--- src/design/qnorm_pkg.sv ---
// Package for the quaternion normalizer: widths, register codes and pipeline depths.
// Used by every module in design/.
`timescale 1ns / 1ps
package qnorm_pkg;
  localparam int FRAC_BITS  = 15;
  localparam int COMP_W     = 18;
  localparam int SQ_W       = 36;  // square of an 18-bit value, unsigned
  localparam int SUM_W      = 37;  // sum of four squares
  localparam int ROOT_W     = 19;  // floor sqrt of a 37-bit value
  localparam int MAG_W      = 18;  // magnitude of a component, up to 2^17
  localparam int DIVD_W     = MAG_W + FRAC_BITS;   // dividend width
  localparam int ROOT_STEPS = ROOT_W;              // one result bit per stage
  localparam int DIV_STEPS  = DIVD_W;              // one quotient bit per stage
  localparam int DEPTH      = 2 + ROOT_STEPS + DIV_STEPS + 1;
  localparam int ADDR_W     = 2;
  localparam logic [ADDR_W-1:0] REG_MIN_NORM_SQ = 2'd0;
  localparam logic signed [COMP_W-1:0] COMP_MAX = 18'sd131071;
  localparam logic signed [COMP_W-1:0] COMP_MIN = -18'sd131072;
endpackage

--- src/design/qnorm_sumsq.sv ---
// Sum of squares of the four components, two registered stages.
// Depends on qnorm_pkg.
`timescale 1ns / 1ps
module qnorm_sumsq import qnorm_pkg::*; (
  input  logic                     clk,
  input  logic                     en,
  input  logic signed [COMP_W-1:0] c [4],
  output logic [SUM_W-1:0]         sum
);
  logic [SQ_W-1:0] sq [4];
  always_ff @(posedge clk) begin
    if (en) begin
      for (int i = 0; i < 4; i++) begin
        // widen before the multiply so the full 36-bit square is kept
        sq[i] <= $unsigned(SQ_W'(c[i]) * SQ_W'(c[i]));
      end
      sum <= SUM_W'(sq[0]) + SUM_W'(sq[1]) + SUM_W'(sq[2]) + SUM_W'(sq[3]);
    end
  end
endmodule

--- config.mk ---
export PLATFORM = sky130hd
export DESIGN_NAME = qnorm_sumsq
export DESIGN_NICKNAME = d
export VERILOG_FILES = /design/src/design/qnorm_pkg.sv /design/src/design/qnorm_sumsq.sv
export SDC_FILE = /design/constraint.sdc
export NUM_CORES = 2
export LEC_CHECK = 0
export ABC_AREA = 1
export BUFFER_PORTS_ARGS = -buffer_cell sky130_fd_sc_hd__buf_2
export CAP_MARGIN = 10
export CORE_AREA = 3 3 308 537
export CTS_BUF_LIST = sky130_fd_sc_hd__clkbuf_16
export DETAILED_ROUTE_END_ITERATION = 8
export DIE_AREA = 0 0 311 540
export PLACE_DENSITY = 0.6
export SYNTH_ARGS = -nofsm -noshare
export SYNTH_HDL_FRONTEND = slang
export SYNTH_SLANG_ARGS = --single-unit
--- constraint.sdc ---
create_clock -name clk -period 12.2 [get_ports clk]
set_input_delay 1.22 -clock clk [delete_from_list [all_inputs] [get_ports clk]]
set_output_delay 1.22 -clock clk [all_outputs]
set_load 0.005 [all_outputs]
==> summary.txt <==
Outcome
  – Status: complete, no violations

Yosys
  – Area share of the largest cell type after synthesis: between 40% and 50%
  – Sequential area share after synthesis: 9.437%
  – Yosys top cell by area: fa_1
  – Cell area after synthesis: about 56000 sq um
  – Syn_area_per_cell: 8.337 sq um
  – Largest cells by area after synthesis: fa_1 (44%), inv_1 (14%), ha_1 (10%)
  – Post-Syn Instances: approximately 6800
  – Synthesized flop and latch total: 177
  – Cell variety after synth: 40
  – Yosys warns: 0

Floorplanning
  – # IOs: roughly 110
  – Die span in x: between 300 and 400 microns
  – Die area: approximately 170000 sq um
  – Initial Util: around a third
  – Core area: 161500 sq um
  – DIE HEIGHT: between 500 and 600 microns
  – Placement row count: around 200

Timing
  – WHS: 567.3 ps
  – Worst Skew: between 20 and 25 ps
  – Setup-failing EPs final: 0
  – Fin Setup TNS: 0 ps
  – Minimum clock period: 7026 ps
  – RSZ-0062 raised after global routing: false
  – Final Cycle Share: roughly 58%
  – Slew Limit Fails: 0
  – Measured slew at the worst slew-check pin: roughly 1200 ps
  – Final Hold Vio Count: 0
  – Max Clock Freq: ~0.14 GHz
  – Slew HR: between 20 and 25%

Clock network
  – Clock latency on the worst-skew pair: about 490 ps
  – TritonCTS clock tree: built
  – Max Buffers Root-to-Sink: 2
  – Cts bufs inserted: 17
  – Clk slew on worst S/H paths: around 80 ps
  – Setup Buffers After CTS: 0
  – Post-cts sizing count: 0
  – Clock sinks: approximately 180
  – Hold_buf cts: 0
  – H-tree depth: 4
  – Clk root buf: clkbuf_16

Route
  – Drt wl/cell: ~17 microns
  – # DRC: 0
  – DR iter-0 viols: 1815
  – Final WL: 153.1 mm
  – Vias: between 40000 and 50000
  – Vias per inst: approximately 4.6
  – Final ANT Viol Nets: 0
  – Drt pass-1 iters: 5

Cells and area
  – P&R area growth vs syn: 5.823%
  – Post-Layout Cell Count: between 8000 and 9000
  – Design area: between 50000 and 60000 sq um
  – Layout cell share with drive strength beyond 1: approximately 3.3%
  – Area occupied by multi-input gates: 42300 sq um
  – Reg area: 5315 sq um
  – Fillers: 16837
  – Nets: between 8000 and 9000

Setup path
  – Worst Path Arrival: between 7000 and 8000 ps
  – Startpoint types: input pin
  – Crit end category: flip-flop
  – CP Class: input pin to flip-flop
  – CP Data Required Time: about 12000 ps
  – Worst-path fanout max: 23

Place
  – DPL Wire Length: about 140 mm
  – Inst Count DP: around 9000
  – IO Port Bufs: 110
  – Placed cell area: between 50000 and 60000 sq um
  – Routability congestion estimate: 0.9319

Global routing
  – Vias in the first global route: 46453
  – Grt total ovfl: 0
  – Initial antenna violation count: 6
  – GRT Util Overall: roughly a fifth
  – First-pass GRT wire length: 246.4 mm
  – Largest net degree at the start of global routing: 84

Hold path
  – Worst min path class: flip-flop to flip-flop

Flow run
  – Total of max-cap violations: 0
final cells by class:
class / count / share of cell area (%)
Tap cell: 2167 / 4.549
Sequential cell: 177 / 8.918
Antenna cell: 3 / 0.01260
Timing Repair Buffer: 112 / 0.9594
Multi-Input combinational cell: 4260 / 70.98
Clock inverter: 15 / 0.2162
Clock buffer: 17 / 0.7138
Inverter: 2168 / 13.65
through the flow:
stage | util, % | setup WS [ps]
after detailed placement | 36.55 | 4620
after floorplan | - | 5603
after global placement | 36.55 | 4648
after global routing | 36.90 | 4737
final | 36.90 | 5174
after CTS | 36.89 | 5131
flip-flops by register name, indices dropped and copies added, names as in the netlist:
signal  flops
sum        37
sq        140
layer usage:
layer / GRT usage (%) / part of all wire (%)
met5: 0 / 0.0091
met4: 8.626 / 5.4
met3: 1.695 / 2.9
met2: 37.90 / 57
met1: 19.08 / 34
path summary, 6_finish.rpt:
| kind | start | to | slack (ps) | cells past startpoint |
|---|---|---|---|---|
| worst max-delay path | c[35] | sq[2][30] | 5170 | 23 |
| worst max register to register | sq[3][2] | sum[21] | 8660 | 15 |
| worst min register to register | sq[1][0] | sum[0] | 570 | 1 |
| worst min-delay path | sq[1][0] | sum[0] | 570 | 1 |
critical path, cell delays in order:
cell	delay, ps
buf_2	390
nand2_1	220
inv_1	130
fa_1	440
inv_1	220
fa_1	460
inv_1	110
ha_1	450
inv_1	270
fa_1	550
inv_1	50
fa_1	550
inv_1	50
fa_1	470
inv_1	40
ha_1	380
nand2_1	210
nor2_1	310
nand2_1	160
nor4_1	200
nand2_1	160
nand4_1	110
nand2_1	70
synthesized netlist by cell type:
library cell / count
a21boi_0: 3
a21o_1: 10
a21oi_1: 174
a21oi_2: 4
a31o_2: 7
a31oi_1: 8
and3_1: 2
buf_1: 35
buf_2: 2
clkbuf_1: 114
clkinv_1: 1
conb_1: 2
edfxtp_1: 177
fa_1: 1244
ha_1: 468
inv_1: 2166
inv_2: 1
nand2_1: 1512
nand2_2: 19
nand2b_1: 1
nand3_1: 147
nand3_2: 7
nand3b_1: 11
nand3b_2: 1
nand4_1: 46
nor2_1: 255
nor2_2: 10
nor2_4: 3
nor3_1: 28
nor3_2: 8
nor4_1: 3
o21a_1: 4
o21ai_0: 80
o21ai_1: 1
o21ai_2: 4
o21bai_1: 29
or2_1: 2
or2_2: 13
xnor2_1: 35
xor2_1: 118
cells in the final DEF (no fill, tap or decap), drive strengths merged, types with 12 or more instances in the layout:
cell / count
a21oi: 178
buf: 112
clkbuf: 17
edfxtp: 177
fa: 1244
ha: 468
inv: 2174
nand2: 1531
nand3: 154
nand3b: 12
nand4: 46
nor2: 268
nor3: 36
o21ai: 85
o21bai: 29
or2: 15
xnor2: 35
xor2: 118
logic make-up after synthesis:
group | count (synthesis) | synth area share, %
compound gates | 324 | 3.201
xor+xnor | 153 | 2.379
fa+ha+maj | 1712 | 54.62
buf+inv | 2319 | 15.46
flops | 177 | 9.437
other cells | 2 | 0.01333
simple gates | 2068 | 14.89
Power is not shown: default switching activity piles up to over one toggle a cycle in this logic, so the estimate is an artifact.
