[config.mk]
export PLATFORM = sky130hd
export DESIGN_NAME = qnorm_div
export DESIGN_NICKNAME = d
export VERILOG_FILES = /design/src/design/qnorm_pkg.sv /design/src/design/qnorm_div.sv
export SDC_FILE = /design/constraint.sdc
export NUM_CORES = 2
export LEC_CHECK = 0
export BUFFER_PORTS_ARGS = -buffer_cell sky130_fd_sc_hd__buf_2
export CORE_ASPECT_RATIO = 0.9
export CORE_MARGIN = 3
export CORE_UTILIZATION = 60
export CTS_BUF_LIST = sky130_fd_sc_hd__clkbuf_8
export CTS_CLUSTER_DIAMETER = 80
export DETAILED_ROUTE_END_ITERATION = 8
export GPL_TIMING_DRIVEN = 0
export PLACE_DENSITY = 0.79
export SLEW_MARGIN = 20
export SYNTH_ARGS = -nofsm -noshare
export SYNTH_HDL_FRONTEND = slang
export SYNTH_SLANG_ARGS = --single-unit
[constraint.sdc]
create_clock -name clk -period 3.8 [get_ports clk]
set_input_delay 0.57 -clock clk [delete_from_list [all_inputs] [get_ports clk]]
set_output_delay 0.57 -clock clk [all_outputs]
set_load 0.03 [all_outputs]
[src/design/qnorm_pkg.sv]
// Package for the quaternion normalizer: widths, register codes and pipeline depths.
// Used by every module in design/.
`timescale 1ns / 1ps
package qnorm_pkg;
  localparam int FRAC_BITS  = 15;
  localparam int COMP_W     = 18;
  localparam int SQ_W       = 36;  // square of an 18-bit value, unsigned
  localparam int SUM_W      = 37;  // sum of four squares
  localparam int ROOT_W     = 19;  // floor sqrt of a 37-bit value
  localparam int MAG_W      = 18;  // magnitude of a component, up to 2^17
  localparam int DIVD_W     = MAG_W + FRAC_BITS;   // dividend width
  localparam int ROOT_STEPS = ROOT_W;              // one result bit per stage
  localparam int DIV_STEPS  = DIVD_W;              // one quotient bit per stage
  localparam int DEPTH      = 2 + ROOT_STEPS + DIV_STEPS + 1;
  localparam int ADDR_W     = 2;
  localparam logic [ADDR_W-1:0] REG_MIN_NORM_SQ = 2'd0;
  localparam logic signed [COMP_W-1:0] COMP_MAX = 18'sd131071;
  localparam logic signed [COMP_W-1:0] COMP_MIN = -18'sd131072;
endpackage

[src/design/qnorm_div.sv]
// One lane: pipelined restoring divide of |c|<<FRAC_BITS by the root, then sign and saturate.
// Depends on qnorm_pkg.
`timescale 1ns / 1ps
module qnorm_div import qnorm_pkg::*; (
  input  logic                     clk,
  input  logic                     en,
  input  logic signed [COMP_W-1:0] c,
  input  logic [ROOT_W-1:0]        d,
  output logic signed [COMP_W-1:0] q_out
);
  logic [DIVD_W-1:0] num [DIV_STEPS+1];
  logic [ROOT_W:0]   rem [DIV_STEPS+1];
  logic [ROOT_W-1:0] dv  [DIV_STEPS+1];
  logic              ng  [DIV_STEPS+1];
  logic [MAG_W-1:0]  mag;
  assign mag    = c[COMP_W-1] ? MAG_W'(-c) : MAG_W'(c);
  assign num[0] = DIVD_W'(mag) << FRAC_BITS;
  assign rem[0] = '0;
  assign dv[0]  = d;
  assign ng[0]  = c[COMP_W-1];
  for (genvar k = 0; k < DIV_STEPS; k++) begin : g_stage
    logic [ROOT_W+1:0] sh;
    assign sh = {rem[k], num[k][DIVD_W-1]};
    logic [DIVD_W-1:0] num_q;
    logic [ROOT_W:0]   rem_q;
    logic [ROOT_W-1:0] dv_q;
    logic              ng_q;
    always_ff @(posedge clk) begin
      if (en) begin
        dv_q <= dv[k];
        ng_q <= ng[k];
        if (sh >= (ROOT_W+2)'(dv[k])) begin
          rem_q <= (ROOT_W+1)'(sh - (ROOT_W+2)'(dv[k]));
          num_q <= {num[k][DIVD_W-2:0], 1'b1};
        end else begin
          rem_q <= (ROOT_W+1)'(sh);
          num_q <= {num[k][DIVD_W-2:0], 1'b0};
        end
      end
    end
    assign num[k+1] = num_q;
    assign rem[k+1] = rem_q;
    assign dv[k+1]  = dv_q;
    assign ng[k+1]  = ng_q;
  end
  // quotient ends in num
  logic [DIVD_W-1:0] qt;
  assign qt = num[DIV_STEPS];
  always_comb begin
    if (ng[DIV_STEPS]) begin
      if (qt > DIVD_W'(131072)) q_out = COMP_MIN;
      else q_out = COMP_W'(-$signed({1'b0, qt}));
    end else begin
      if (qt > DIVD_W'(131071)) q_out = COMP_MAX;
      else q_out = COMP_W'(qt);
    end
  end
endmodule

==> flow_metrics.env <==
export IMPL_timing_final_ws_setup_ps=-581.3
export IMPL_clockRootBuffer="clkbuf_8"
export IMPL_maxCapViolations=0
export IMPL_p_per_area_nw_per_um2=795.9
export IMPL_synthAdderAreaFrac_pct=8.385
export IMPL_grt_pass1_vias=60890
export IMPL_r2r_start="g_stage[9].dv_q[12]"
export IMPL_syn_to_final_growth_pct=10.96
export IMPL_ys_flop_type="edfxtp_1"
export IMPL_core_area_um2=162700
export IMPL_portBuffers=56
export IMPL_rsz0062_at_grt="true"
export IMPL_ys_seq_elements=1995
export IMPL_arrival_ps=3810
export IMPL_ioPinCount=57
export IMPL_min_path_type="in2reg"
export IMPL_violations="antenna violations, negative setup slack"
export IMPL_cts_buffers=333
export IMPL_syn_area_um2=98720
export IMPL_avgSynthCellArea_um2=12.50
export IMPL_drive_above_1_share_pct=10.80
export IMPL_placed_area_um2=102100
export IMPL_die_w_um=433.6
export IMPL_power_leakage_nw=43.44
export IMPL_r2r_slack_ps=60
export IMPL_finalSetupViolCount=18
export IMPL_synth_compound_area_share_pct=12.05
export IMPL_skew_ps=87.97
export IMPL_min_to="g_stage[14].dv_q[0]"
export IMPL_async_reset_ff_share_pct=0
export IMPL_tightestPinTransition_ps=1384
export IMPL_worst_setup_path_start_kind="flop"
export IMPL_outcome="finished with violations"
export IMPL_drv_slew=0
export IMPL_yosysWarnings=0
export IMPL_place_ws_ps=-554.8
export IMPL_hold_start="en"
export IMPL_r2r_end="g_stage[10].rem_q[18]"
export IMPL_post_route_min_period_ps=4381
export IMPL_timing_fmax_ghz=0.2282
export IMPL_start_util_pct=60.67
export IMPL_drc=0
export IMPL_clockBufferDepth=4
export IMPL_synth_edf_count=1995
export IMPL_grt_total_usage_pct=23.93
export IMPL_die_height_um=390.8
export IMPL_hold_ws_ps=150.7
export IMPL_utilization_pct=67.32
export IMPL_dieArea_um2=169500
export IMPL_required_ps=3230
export IMPL_crit_type="reg2out"
export IMPL_vias_per_cell=5.852
export IMPL_path_clk_slew_ps=60
export IMPL_ys_seq_area_share_pct=60.68
export IMPL_synth_common_cells="1995 x edfxtp_1, 781 x inv_1, 612 x ha_1"
export IMPL_synthMuxAreaShare_pct=2.672
export IMPL_slowest_stage="o311ai_0"
export IMPL_synthTopCellsByArea="edfxtp_1 61%, ha_1 7.8%, inv_1 3.0%, a21oi_1 2.7%, xnor2_1 2.5%"
export IMPL_synth_top_area_share_pct=60.68
export IMPL_ant_nets=1
export IMPL_routedWlPerCell_um=19.08
export IMPL_yosysTopAreaCell="edfxtp_1"
export IMPL_slowest_delay_ps=480
export IMPL_fin_crit_sh_pct=115.3
export IMPL_crit_chain="inv_2, ha_4, nor3b_4, nand4_1, or3_4, nor3_4, nand2b_1, a21o_4, inv_6, nand2_8, o311ai_0, buf_4"
export IMPL_drt_iter0_markers=5592
export IMPL_synth_most_common_cell="edfxtp_1"
export IMPL_num_vias=62880
export IMPL_peakVddDrop_mv=0.4345
export IMPL_finalNetCount=9055
export IMPL_synthSimpleGateAreaFrac_pct=8.309
export IMPL_nFillCells=11520
export IMPL_hold_viol_final=0
export IMPL_rows=140
export IMPL_grt_max_degree=159
export IMPL_antenna_found_initial=7
export IMPL_synth_xor_area_share_pct=4.223
export IMPL_grt_pass1_wl_um=324700
export IMPL_cts_tree="done"
export IMPL_clkLatencyLatePin_ps=1030
export IMPL_relSlewSlack_pct=6.900
export IMPL_cp_max_fo=7
export IMPL_syn_inst=7899
export IMPL_grt_ovfl_total=0
export IMPL_yosysUniqueCellTypes=81
export IMPL_routed_wirelength_um=205000
export IMPL_reg2reg_depth=13
export IMPL_hold_path_depth=2
export IMPL_gp_congestion=0.9275
export IMPL_first_pass_iters=6
export IMPL_synthesis_nets=8581
export IMPL_cts_num_sinks=1995
export IMPL_cp_end_kind="primary output"
export IMPL_dp_hpwl_um=143900
export IMPL_design_area_um2=109500
export IMPL_synth_top_family_by_area="compound AO/OA/AOI/OAI gates"
export IMPL_htree_num_levels=5
-- state kept, by name, indices dropped and copies added, names as in the netlist --
signal and count:
g_stage.dv_q 608, g_stage.rem_q 640, g_stage.ng_q 33, g_stage.num_q 714
-- power breakdown --
part	leakage [nW]	internal (mW)	switching [mW]
logic	20.6	15.5	20.0
registers	19.4	31.2	2.73
clock network	3.38	9.39	8.34
total	43.4	56.1	31.1
-- what timing repair did --
item | 4_1_cts | 5_1_grt
setup endpoints to repair | 208 | 432
hold buffers | 44 | 0
pin swaps | 8 | 14
cloned | 1 | 1
setup buffers | 12 | 14
endpoints found under the hold margin | 96 | 0
gates resized for setup | 101 | 141
-- worst max-delay path by stage --
| stage | start | endpoint | slack (ps) | cells past startpoint |
|---|---|---|---|---|
| CTS | g_stage[32].num_q[0] | q_out[15] | -620 | 13 |
| detailed placement | en | g_stage[31].dv_q[13] | -550 | 6 |
| finish | g_stage[32].num_q[1] | q_out[5] | -580 | 12 |
| global route | g_stage[32].num_q[6] | q_out[9] | -780 | 10 |
| floorplan | g_stage[32].num_q[1] | q_out[10] | -250 | 12 |
| global placement | en | g_stage[31].dv_q[13] | -28300 | 1 |
-- kinds of logic after synthesis --
family,count (synthesis)
DFF,1995
AOI/OAI and AO/OA,1884
and+or+nand+nor,1724
buffers and inverters,941
adders and majority gates,643
xor gates and xnor gates,476
muxes,236
-- per-layer routing --
layer / GRT usage [%] / wire length (µm) / share of wire (%)
met2: 36.14 / 91110 / 44
met1: 35.82 / 95300 / 46
met4: 6.781 / 4928 / 2.4
met5: 0 / 13 / 0.0063
met3: 4.274 / 13660 / 6.7
-- layout by cell type, fill, tap and decap left out, types with 23 or more instances in the layout --
| cell | n |
|---|---|
| a21o_1 | 237 |
| nand4_1 | 86 |
| o31ai_1 | 45 |
| clkinv_1 | 87 |
| or2_2 | 31 |
| xor2_1 | 194 |
| or3_1 | 31 |
| a31oi_1 | 47 |
| inv_1 | 855 |
| a2111oi_0 | 23 |
| nor2b_1 | 113 |
| o21ai_1 | 27 |
| o21ai_0 | 475 |
| a211oi_1 | 34 |
| nor3_1 | 113 |
| o21a_1 | 118 |
| clkbuf_8 | 338 |
| clkbuf_2 | 37 |
| nand2b_1 | 102 |
| o31a_1 | 26 |
| nand2_1 | 469 |
| dlygate4sd3_1 | 43 |
| and3_1 | 46 |
| buf_4 | 41 |
| fa_1 | 31 |
| a21oi_1 | 537 |
| edfxtp_1 | 1995 |
| nand3_1 | 109 |
| nor4_1 | 27 |
| o21bai_1 | 41 |
| nor2_1 | 491 |
| buf_2 | 54 |
| clkinv_2 | 38 |
| ha_1 | 611 |
| clkbuf_1 | 75 |
| xnor2_1 | 282 |
| mux2_2 | 216 |
-- critical path: cells and delay by family (launching register included) --
kind                     cells  cell delay (ps)
buffers and inverters        3              440
flip-flops                   1              430
adder cells (fa/ha/maj)      1              150
AO/OA/AOI/OAI                2              740
AND/OR/NAND/NOR              6             1070
-- through the flow --
stage	total power, mW	setup TNS, ps	cells
after global routing	93.02	-11910	10740
after CTS	87.00	-9829	10720
final	87.18	-8322	10740
after global placement	68.95	-	10090
after detailed placement	68.65	-136480	10100
after floorplan	59.58	-2608	7899
-- area by class of cell --
class | instances | area, µm² | area share, %
multi-input combinational | 4963 | 35710 | 32.59
inverter | 783 | 2944 | 2.688
clock buffer | 338 | 4652 | 4.247
clock inverter | 228 | 1395 | 1.274
antenna | 10 | 25.02 | 0.02284
tap | 2130 | 2665 | 2.433
timing repair buffer | 143 | 1470 | 1.342
sequential | 1995 | 59910 | 54.69
buffer | 154 | 779.5 | 0.7116
No activity file was read; power rests on OpenSTA's default activity.
