### src/design/qnorm_pkg.sv
// Package for the quaternion normalizer: widths, register codes and pipeline depths.
// Used by every module in design/.
`timescale 1ns / 1ps
package qnorm_pkg;
  localparam int FRAC_BITS  = 15;
  localparam int COMP_W     = 18;
  localparam int SQ_W       = 36;  // square of an 18-bit value, unsigned
  localparam int SUM_W      = 37;  // sum of four squares
  localparam int ROOT_W     = 19;  // floor sqrt of a 37-bit value
  localparam int MAG_W      = 18;  // magnitude of a component, up to 2^17
  localparam int DIVD_W     = MAG_W + FRAC_BITS;   // dividend width
  localparam int ROOT_STEPS = ROOT_W;              // one result bit per stage
  localparam int DIV_STEPS  = DIVD_W;              // one quotient bit per stage
  localparam int DEPTH      = 2 + ROOT_STEPS + DIV_STEPS + 1;
  localparam int ADDR_W     = 2;
  localparam logic [ADDR_W-1:0] REG_MIN_NORM_SQ = 2'd0;
  localparam logic signed [COMP_W-1:0] COMP_MAX = 18'sd131071;
  localparam logic signed [COMP_W-1:0] COMP_MIN = -18'sd131072;
endpackage

### src/design/qnorm_isqrt.sv
// Pipelined floor square root, one result bit per stage (restoring).
// Depends on qnorm_pkg.
`timescale 1ns / 1ps
module qnorm_isqrt import qnorm_pkg::*; (
  input  logic              clk,
  input  logic              en,
  input  logic [SUM_W-1:0]  s,
  output logic [ROOT_W-1:0] root
);
  // stage k decides root bit ROOT_W-1-k
  logic [SUM_W-1:0]  rem [ROOT_STEPS+1];
  logic [ROOT_W-1:0] r   [ROOT_STEPS+1];
  assign rem[0] = s;
  assign r[0]   = '0;
  for (genvar k = 0; k < ROOT_STEPS; k++) begin : g_stage
    localparam int B = ROOT_W - 1 - k;
    logic [2*ROOT_W:0] trial;
    assign trial = ((2*ROOT_W+1)'(r[k]) << (B + 1)) + ((2*ROOT_W+1)'(1) << (2*B));
    logic [SUM_W-1:0]  rem_q;
    logic [ROOT_W-1:0] r_q;
    always_ff @(posedge clk) begin
      if (en) begin
        if ((2*ROOT_W+1)'(rem[k]) >= trial) begin
          rem_q <= SUM_W'((2*ROOT_W+1)'(rem[k]) - trial);
          r_q   <= r[k] | (ROOT_W'(1) << B);
        end else begin
          rem_q <= rem[k];
          r_q   <= r[k];
        end
      end
    end
    assign rem[k+1] = rem_q;
    assign r[k+1]   = r_q;
  end
  assign root = r[ROOT_STEPS];
endmodule

### config.mk
export PLATFORM = sky130hd
export DESIGN_NAME = qnorm_isqrt
export DESIGN_NICKNAME = d
export VERILOG_FILES = /design/src/design/qnorm_pkg.sv /design/src/design/qnorm_isqrt.sv
export SDC_FILE = /design/constraint.sdc
export NUM_CORES = 1
export LEC_CHECK = 0
export BUFFER_PORTS_ARGS = -buffer_cell sky130_fd_sc_hd__buf_2
export CORE_MARGIN = 5
export CORE_UTILIZATION = 35
export CTS_CLUSTER_DIAMETER = 40
export DETAILED_ROUTE_END_ITERATION = 10
export RECOVER_POWER = 50
export SYNTH_ARGS = -nofsm -noshare
export SYNTH_HDL_FRONTEND = slang
export SYNTH_SLANG_ARGS = --single-unit
### constraint.sdc
create_clock -name clk -period 3.77 [get_ports clk]
set_clock_uncertainty 0.2 [all_clocks]
set_input_delay 0.754 -clock clk [delete_from_list [all_inputs] [get_ports clk]]
set_output_delay 0.754 -clock clk [all_outputs]
set_load 0.05 [all_outputs]
==> metrics.txt, run 1 <==
outcome complete, but fails checks; failing checks capacitance limit, slew limit; Post-synth EDFFs 856; CP endpoint kind register; vias post-DR 23.3k; H-tree Lvls 3; worst path required time 3970 ps; largest net degree at the start of global routing 153; Largest delay share family, worst path simple AND/OR/NAND/NOR gates; clk sinks 856; HP Class in -> reg; worst-skew pair later-pin latency roughly 700 ps; top_reg_cell synth edfxtp_1; num ports 58; top cell type's share of synthesized area 0.645; DR WL/cell about 15 µm; Leak 17.5 nW; largest area contributor in the netlist edfxtp_1; Buf+Inv Stages, Crit Path 1; Reg clk slew, reported paths 60 ps; minimum clock period around 3600 ps; nets@finish 3478; Crit-path slowest cell or4_4; initial antenna violation count 1; CTS Root Cell clkbuf_16; crit-path max cell delay about 560 ps; kind of critical path reg -> reg; first-pass GRT wire length between 100 and 150 mm; TritonCTS clock tree done; sequential area share after synthesis 0.645; ANT cells 0; crit path max fanout 19; Total GRT Usage 0.122; final hold violations 0; ys async rst share 0; Sum Neg Setup Slack 0 ps; synthesized instance count roughly 3.0k; area of the die between 100000 and 150000 µm²; final routed DRC violation total 0; FF-to-FF path depth 8; Rows 123; Detailed Place HPWL 54.2 mm; Power Dens Cells 595 nW/µm²; placer congestion estimate 0.907; Num CTS Buffers about 120; Avg Cell Area, Syn 13.3 µm²; Pins Over Slew Limit 29; die height 348 µm; unrepaired setup endpoints after global routing false; total power 27.6 mW; Post-DRT Antenna Nets 0; crit-path most repeated cell or4_4; cells taking the most area after synthesis edfxtp_1 (64%), ha_1 (6.4%), xor2_1 (3.1%); Distinct cells, synth 79; worst-path cell chain or4_4, or4_4, or3_1, or3_4, nor4_4, buf_12, a211oi_1, a21o_1; CP arrival 3810 ps; drt pass-1 iters 5; CP Depth 8; Slew @ Worst Pin 2080 ps; detailed router's first-iteration violation count 1233; post-synth net total ~3.2k; Synth Register Bits about 860; vias in the first global route 24.4k; Warnings, synthesis 0; CP Launch Type register; total routed wirelength 74.0 mm; Peak supply drop 0.000412 V; grt total ovfl 0; synthesis-to-layout area growth 16.6%; deepest clock path buffer count 3; die width between 300 and 400 µm; I/O Buffers between 50 and 60; number of setup violations in the final report 0; initial core utilization 0.353; share of layout cells above drive strength 1 0.111; Final Cycle Share 0.960; core area about 110000 µm²; Max Clock Freq 276 MHz; Max-cap violations 1; Mapped Area 39900 µm²; Hold Path Stages 1; vias per cell 4.83; slew margin rel. -0.390
-- final cells by class --
type                       instances  area [µm²]
sequential                       856       25700
multi-input combinational       1855       13100
tap                             1500        1880
fill                           10300       66300
clock inverter                    84         845
clock buffer                     128        2930
timing repair buffer             146        1080
inverter                         259         972
-- kinds of logic after synthesis --
logic type	count (synthesis)	synth area share
other	1	0.0000941
xor gates and xnor gates	259	0.0569
AOI/OAI and AO/OA	532	0.0848
buffers and inverters	293	0.0280
DFF	856	0.645
muxes	55	0.0152
and+or+nand+nor	802	0.106
adders and majority gates	206	0.0648
-- state kept, by name, summed over array words and instances (netlist names) --
signal and count:
g_stage.r_q 171, g_stage.rem_q 666, root 19
-- worst paths after layout --
kind,slack [ps],from,endpoint
max,150,g_stage[12].rem_q[26]$_DFFE_PP_,g_stage[13].rem_q[14]$_DFFE_PP_
min,80,s[36],g_stage[0].r_q[18]$_DFFE_PP_
max reg2reg,150,g_stage[12].rem_q[26]$_DFFE_PP_,g_stage[13].rem_q[14]$_DFFE_PP_
min reg2reg,210,g_stage[6].r_q[16]$_DFFE_PP_,g_stage[7].r_q[16]$_DFFE_PP_
-- per-layer routing --
layer	track usage	vias to the layer above	routed length, µm
li1	-	11800	-
met1	0.114	11000	26100
met2	0.246	405	41300
met3	0.0203	205	2220
met4	0.0675	0	4350
met5	0	-	0
-- where the power goes --
group / internal (mW) / switching (mW) / total, mW
combinational: 1.99 / 2.46 / 4.46
sequential: 12.1 / 0.757 / 12.8
clock: 6.22 / 4.16 / 10.4
total: 20.3 / 7.38 / 27.6
-- placed cells by master (no fill, tap or decap), drive strengths merged, types with 9 or more instances in the layout --
| cell | n |
|---|---|
| clkbuf | 142 |
| nand4b | 11 |
| and2 | 12 |
| nor4 | 97 |
| nand2b | 36 |
| a21boi | 9 |
| o21ai | 142 |
| xnor2 | 120 |
| mux2 | 41 |
| o31ai | 27 |
| nor2 | 173 |
| nor4b | 11 |
| clkinv | 40 |
| nand3 | 37 |
| a21o | 51 |
| a211oi | 23 |
| a31oi | 14 |
| buf | 100 |
| dlygate4sd3 | 32 |
| edfxtp | 856 |
| xor2 | 139 |
| o211ai | 9 |
| clkinvlp | 20 |
| mux2i | 14 |
| ha | 205 |
| nor2b | 20 |
| inv | 275 |
| a21oi | 136 |
| or2 | 10 |
| o21a | 40 |
| and4 | 11 |
| o21bai | 13 |
| nor3 | 90 |
| or3 | 42 |
| nand4 | 26 |
| nand2 | 171 |
| or4 | 26 |
-- synth_stat cells (all sizes together), types with 7 or more instances --
master,instances
a211o,8
edfxtp,856
and2,12
or2,10
nor4b,11
or4,26
nor3,90
o21bai,13
nor2b,20
ha,205
a21oi,136
a21boi,9
and4,11
nand4b,11
nand4,26
o31a,7
xnor2,120
o21a,40
nand3,37
nor2,173
o31ai,27
o21ai,142
a31oi,14
nand2b,36
xor2,139
or3,42
mux2,41
clkbuf,29
o211ai,9
and3,7
nor4,97
a211oi,23
nand2,171
a21o,51
inv,259
mux2i,14
-- per-stage QoR --
step	hold slack [ps]	std cells	util	cell area, µm²	setup WS (ps)
floorplan	217	3004	-	39900	405
global placement	225	4584	0.377	42500	195
detailed placement	230	4584	0.377	42500	172
CTS	1.72	4828	0.413	46600	133
global route	54.0	4828	0.412	46500	11.4
finish	78.4	4828	0.412	46500	152
-- timing repair --
action,4_1_cts,5_1_grt
endpoints found under the hold margin,32,0
hold buffers,32,0
setup buffers,0,0
setup endpoints to repair,0,1
resized for setup,0,1
Note: power is estimated with default switching activity, not from simulation.
==> inputs of run 2 (changes only) <==
PLACE_DENSITY_LB_ADDON = 0.15   (was not set)
==> run 2 against run 1 <==
  * The run still ends with capacitance limit, slew limit left
  * Clock power up 16%
  * Hold slack better by 150 ps
  * Design area up 2.1%
  * Total power up 7.3%
  * Via count up 4.4%
  * Worst setup slack worse by 3.0 ps
  * Sequential power about the same
  * Core utilization up 0.89 points
  * Die area unchanged
  * Critical endpoint is now g_stage[15].rem_q[21]$_DFFE_PP_
  * Largest cell class unchanged
==> metrics.txt, run 2 (synthesis results as in run 1) <==
M1 GR Usage 0.161; Num CTS Buffers 130; Total GRT Usage 0.143; synthesis-to-layout area growth 19.1%; die width 348 µm; Largest Register g_stage.rem_q; H-tree Lvls 4; clk sinks roughly 860; post-route design area around 47000 µm²; Hold Path Stages 0; core area 113000 µm²; area of the die approximately 120000 µm²; Reg clk slew, reported paths 50 ps; deepest clock path buffer count 3; CP Launch Type register; worst setup path start g_stage[14].rem_q[26]$_DFFE_PP_; CP arrival 3890 ps; commonest non-fill, non-tap cells in the layout edfxtp_1 (856), inv_1 (256), ha_1 (205); Crit-path slowest cell or4_1; worst-path cell chain or3_1, or4_1, or3_1, or3_1, a211oi_2, buf_4, inv_2, mux2_2; Detailed Place HPWL 65.3 mm; crit-path most repeated cell or3_1; Sum Neg Setup Slack 0 ps; vias in the first global route 25.0k; Reg-to-Reg End g_stage[15].rem_q[21]$_DFFE_PP_; commonest non-fill, non-tap cell in the layout edfxtp_1; met3 usage 0.0295; total power 29.7 mW; grt total ovfl 0; vias per cell ~5; die height ~350 µm; crit path max fanout 30; WHS 228 ps; max reg flops 666; Buf+Inv Stages, Crit Path 2; worst-skew pair later-pin latency ~730 ps; outcome complete, but fails checks; Slew @ Worst Pin about 2700 ps; kind of critical path reg -> reg; share of layout cells above drive strength 1 0.123; HP Class reg -> reg; failing checks capacitance limit, slew limit; Max-cap violations 1; Largest delay share family, worst path simple AND/OR/NAND/NOR gates; TritonCTS clock tree done; worst flop-to-flop path startpoint g_stage[14].rem_q[26]$_DFFE_PP_; placer congestion estimate 0.859; Power Dens Cells 625 nW/µm²; Post-DRT Antenna Nets 0; met2 Resource Use GR 0.262; Final Cycle Share 0.960; detailed router's first-iteration violation count 1291; total routed wirelength roughly 87 mm; Peak supply drop approximately 0.00038 V; nets@finish 3517; slew margin rel. -0.791; Max Clock Freq 276 MHz; first-pass GRT wire length 137 mm; Util after Layout 0.421; I/O Buffers 57; hold wc startpoint g_stage[14].r_q[15]$_DFFE_PP_; Rows 123; flop2flop setup slack approximately 150 ps; num ports a little under 60; CP endpoint kind register; final routed DRC violation total 0; final hold violations 0; DR WL/cell between 15 and 20 µm; Pins Over Slew Limit 41; largest net degree at the start of global routing approximately 110; initial core utilization 0.353; initial antenna violation count 3; number of setup violations in the final report 0; worst path required time 4030 ps; crit-path max cell delay between 400 and 500 ps; CTS Root Cell clkbuf_16; Leak approximately 18 nW; unrepaired setup endpoints after global routing false; grt peak-use layer met2; minimum clock period 3620 ps; worst hold endpoint g_stage[15].r_q[15]$_DFFE_PP_; Cell Area, Placed 42700 µm²; drt pass-1 iters 5; FF-to-FF path depth 8; vias post-DR 24.4k
run 2: changes by cell type in the layout (fill, tap and decap cells not counted), moves of 3 or more:
cell	delta
bufinv_16	+6
clkbuf_4	-3
inv_16	+3
clkinv_16	+3
clkbuf_2	+4
clkbuf_16	+16
dlygate4sd3_1	+5
buf_4	+9
buf_12	+7
run 2: power by group:
group          total, mW  switching [mW]  internal (mW)
Combinational       4.64            2.60           2.04
Clock               12.1            4.59           7.49
Sequential          12.9           0.877           12.1
Total               29.7            8.07           21.6
run 2: what timing repair did:
item / in CTS / in global routing
setup buffers: 0 / 0
endpoints found under the setup margin: 0 / 9
gates resized for setup: 0 / 3
hold buffers: 37 / 0
endpoints found under the hold margin: 37 / 0
run 2: worst max-delay path by stage:
stage	slack, ps	cells after the start	end
2_1_floorplan	410	7	g_stage[13].rem_q[18]$_DFFE_PP_
6_report	150	8	g_stage[15].rem_q[21]$_DFFE_PP_
4_1_cts	20	8	g_stage[14].rem_q[34]$_DFFE_PP_
3_5_place_dp	90	8	g_stage[14].rem_q[34]$_DFFE_PP_
5_1_grt	10	8	g_stage[15].rem_q[21]$_DFFE_PP_
3_3_place_gp	130	11	g_stage[14].rem_q[34]$_DFFE_PP_
run 2: per-layer routing:
layer  vias up  routed length (µm)  part of all wire
li1      11900                   -                 -
met1     11800               34600              0.40
met2       467               45800              0.53
met3       197                3380             0.039
met4         2                3390             0.039
met5         -                   7          0.000080
run 2: layout make-up:
| class | instances | area, µm² |
|---|---|---|
| fillers | 10200 | 65300 |
| clock buffers | 142 | 3320 |
| inverters | 259 | 972 |
| repair buffers | 170 | 1350 |
| diodes | 1 | 2.50 |
| multi-input cells | 1855 | 13100 |
| flip-flops and latches | 856 | 25700 |
| well taps | 1500 | 1880 |
| clock inverters | 96 | 1170 |
run 2: through the flow:
step | std cells | setup slack (ps)
after CTS | 4878 | 24.3
after global routing | 4878 | 9.66
final | 4879 | 149
after detailed placement | 4603 | 85.5
after global placement | 4603 | 127
after floorplan | 3004 | 405
run 2: worst reg2reg max path, delay by kind of cell, from the launching register on:
family / cells / cell delay (ps)
flops: 1 / 410
mux: 1 / 280
simple gates: 4 / 1760
buf+inv: 2 / 450
compound gates: 1 / 290
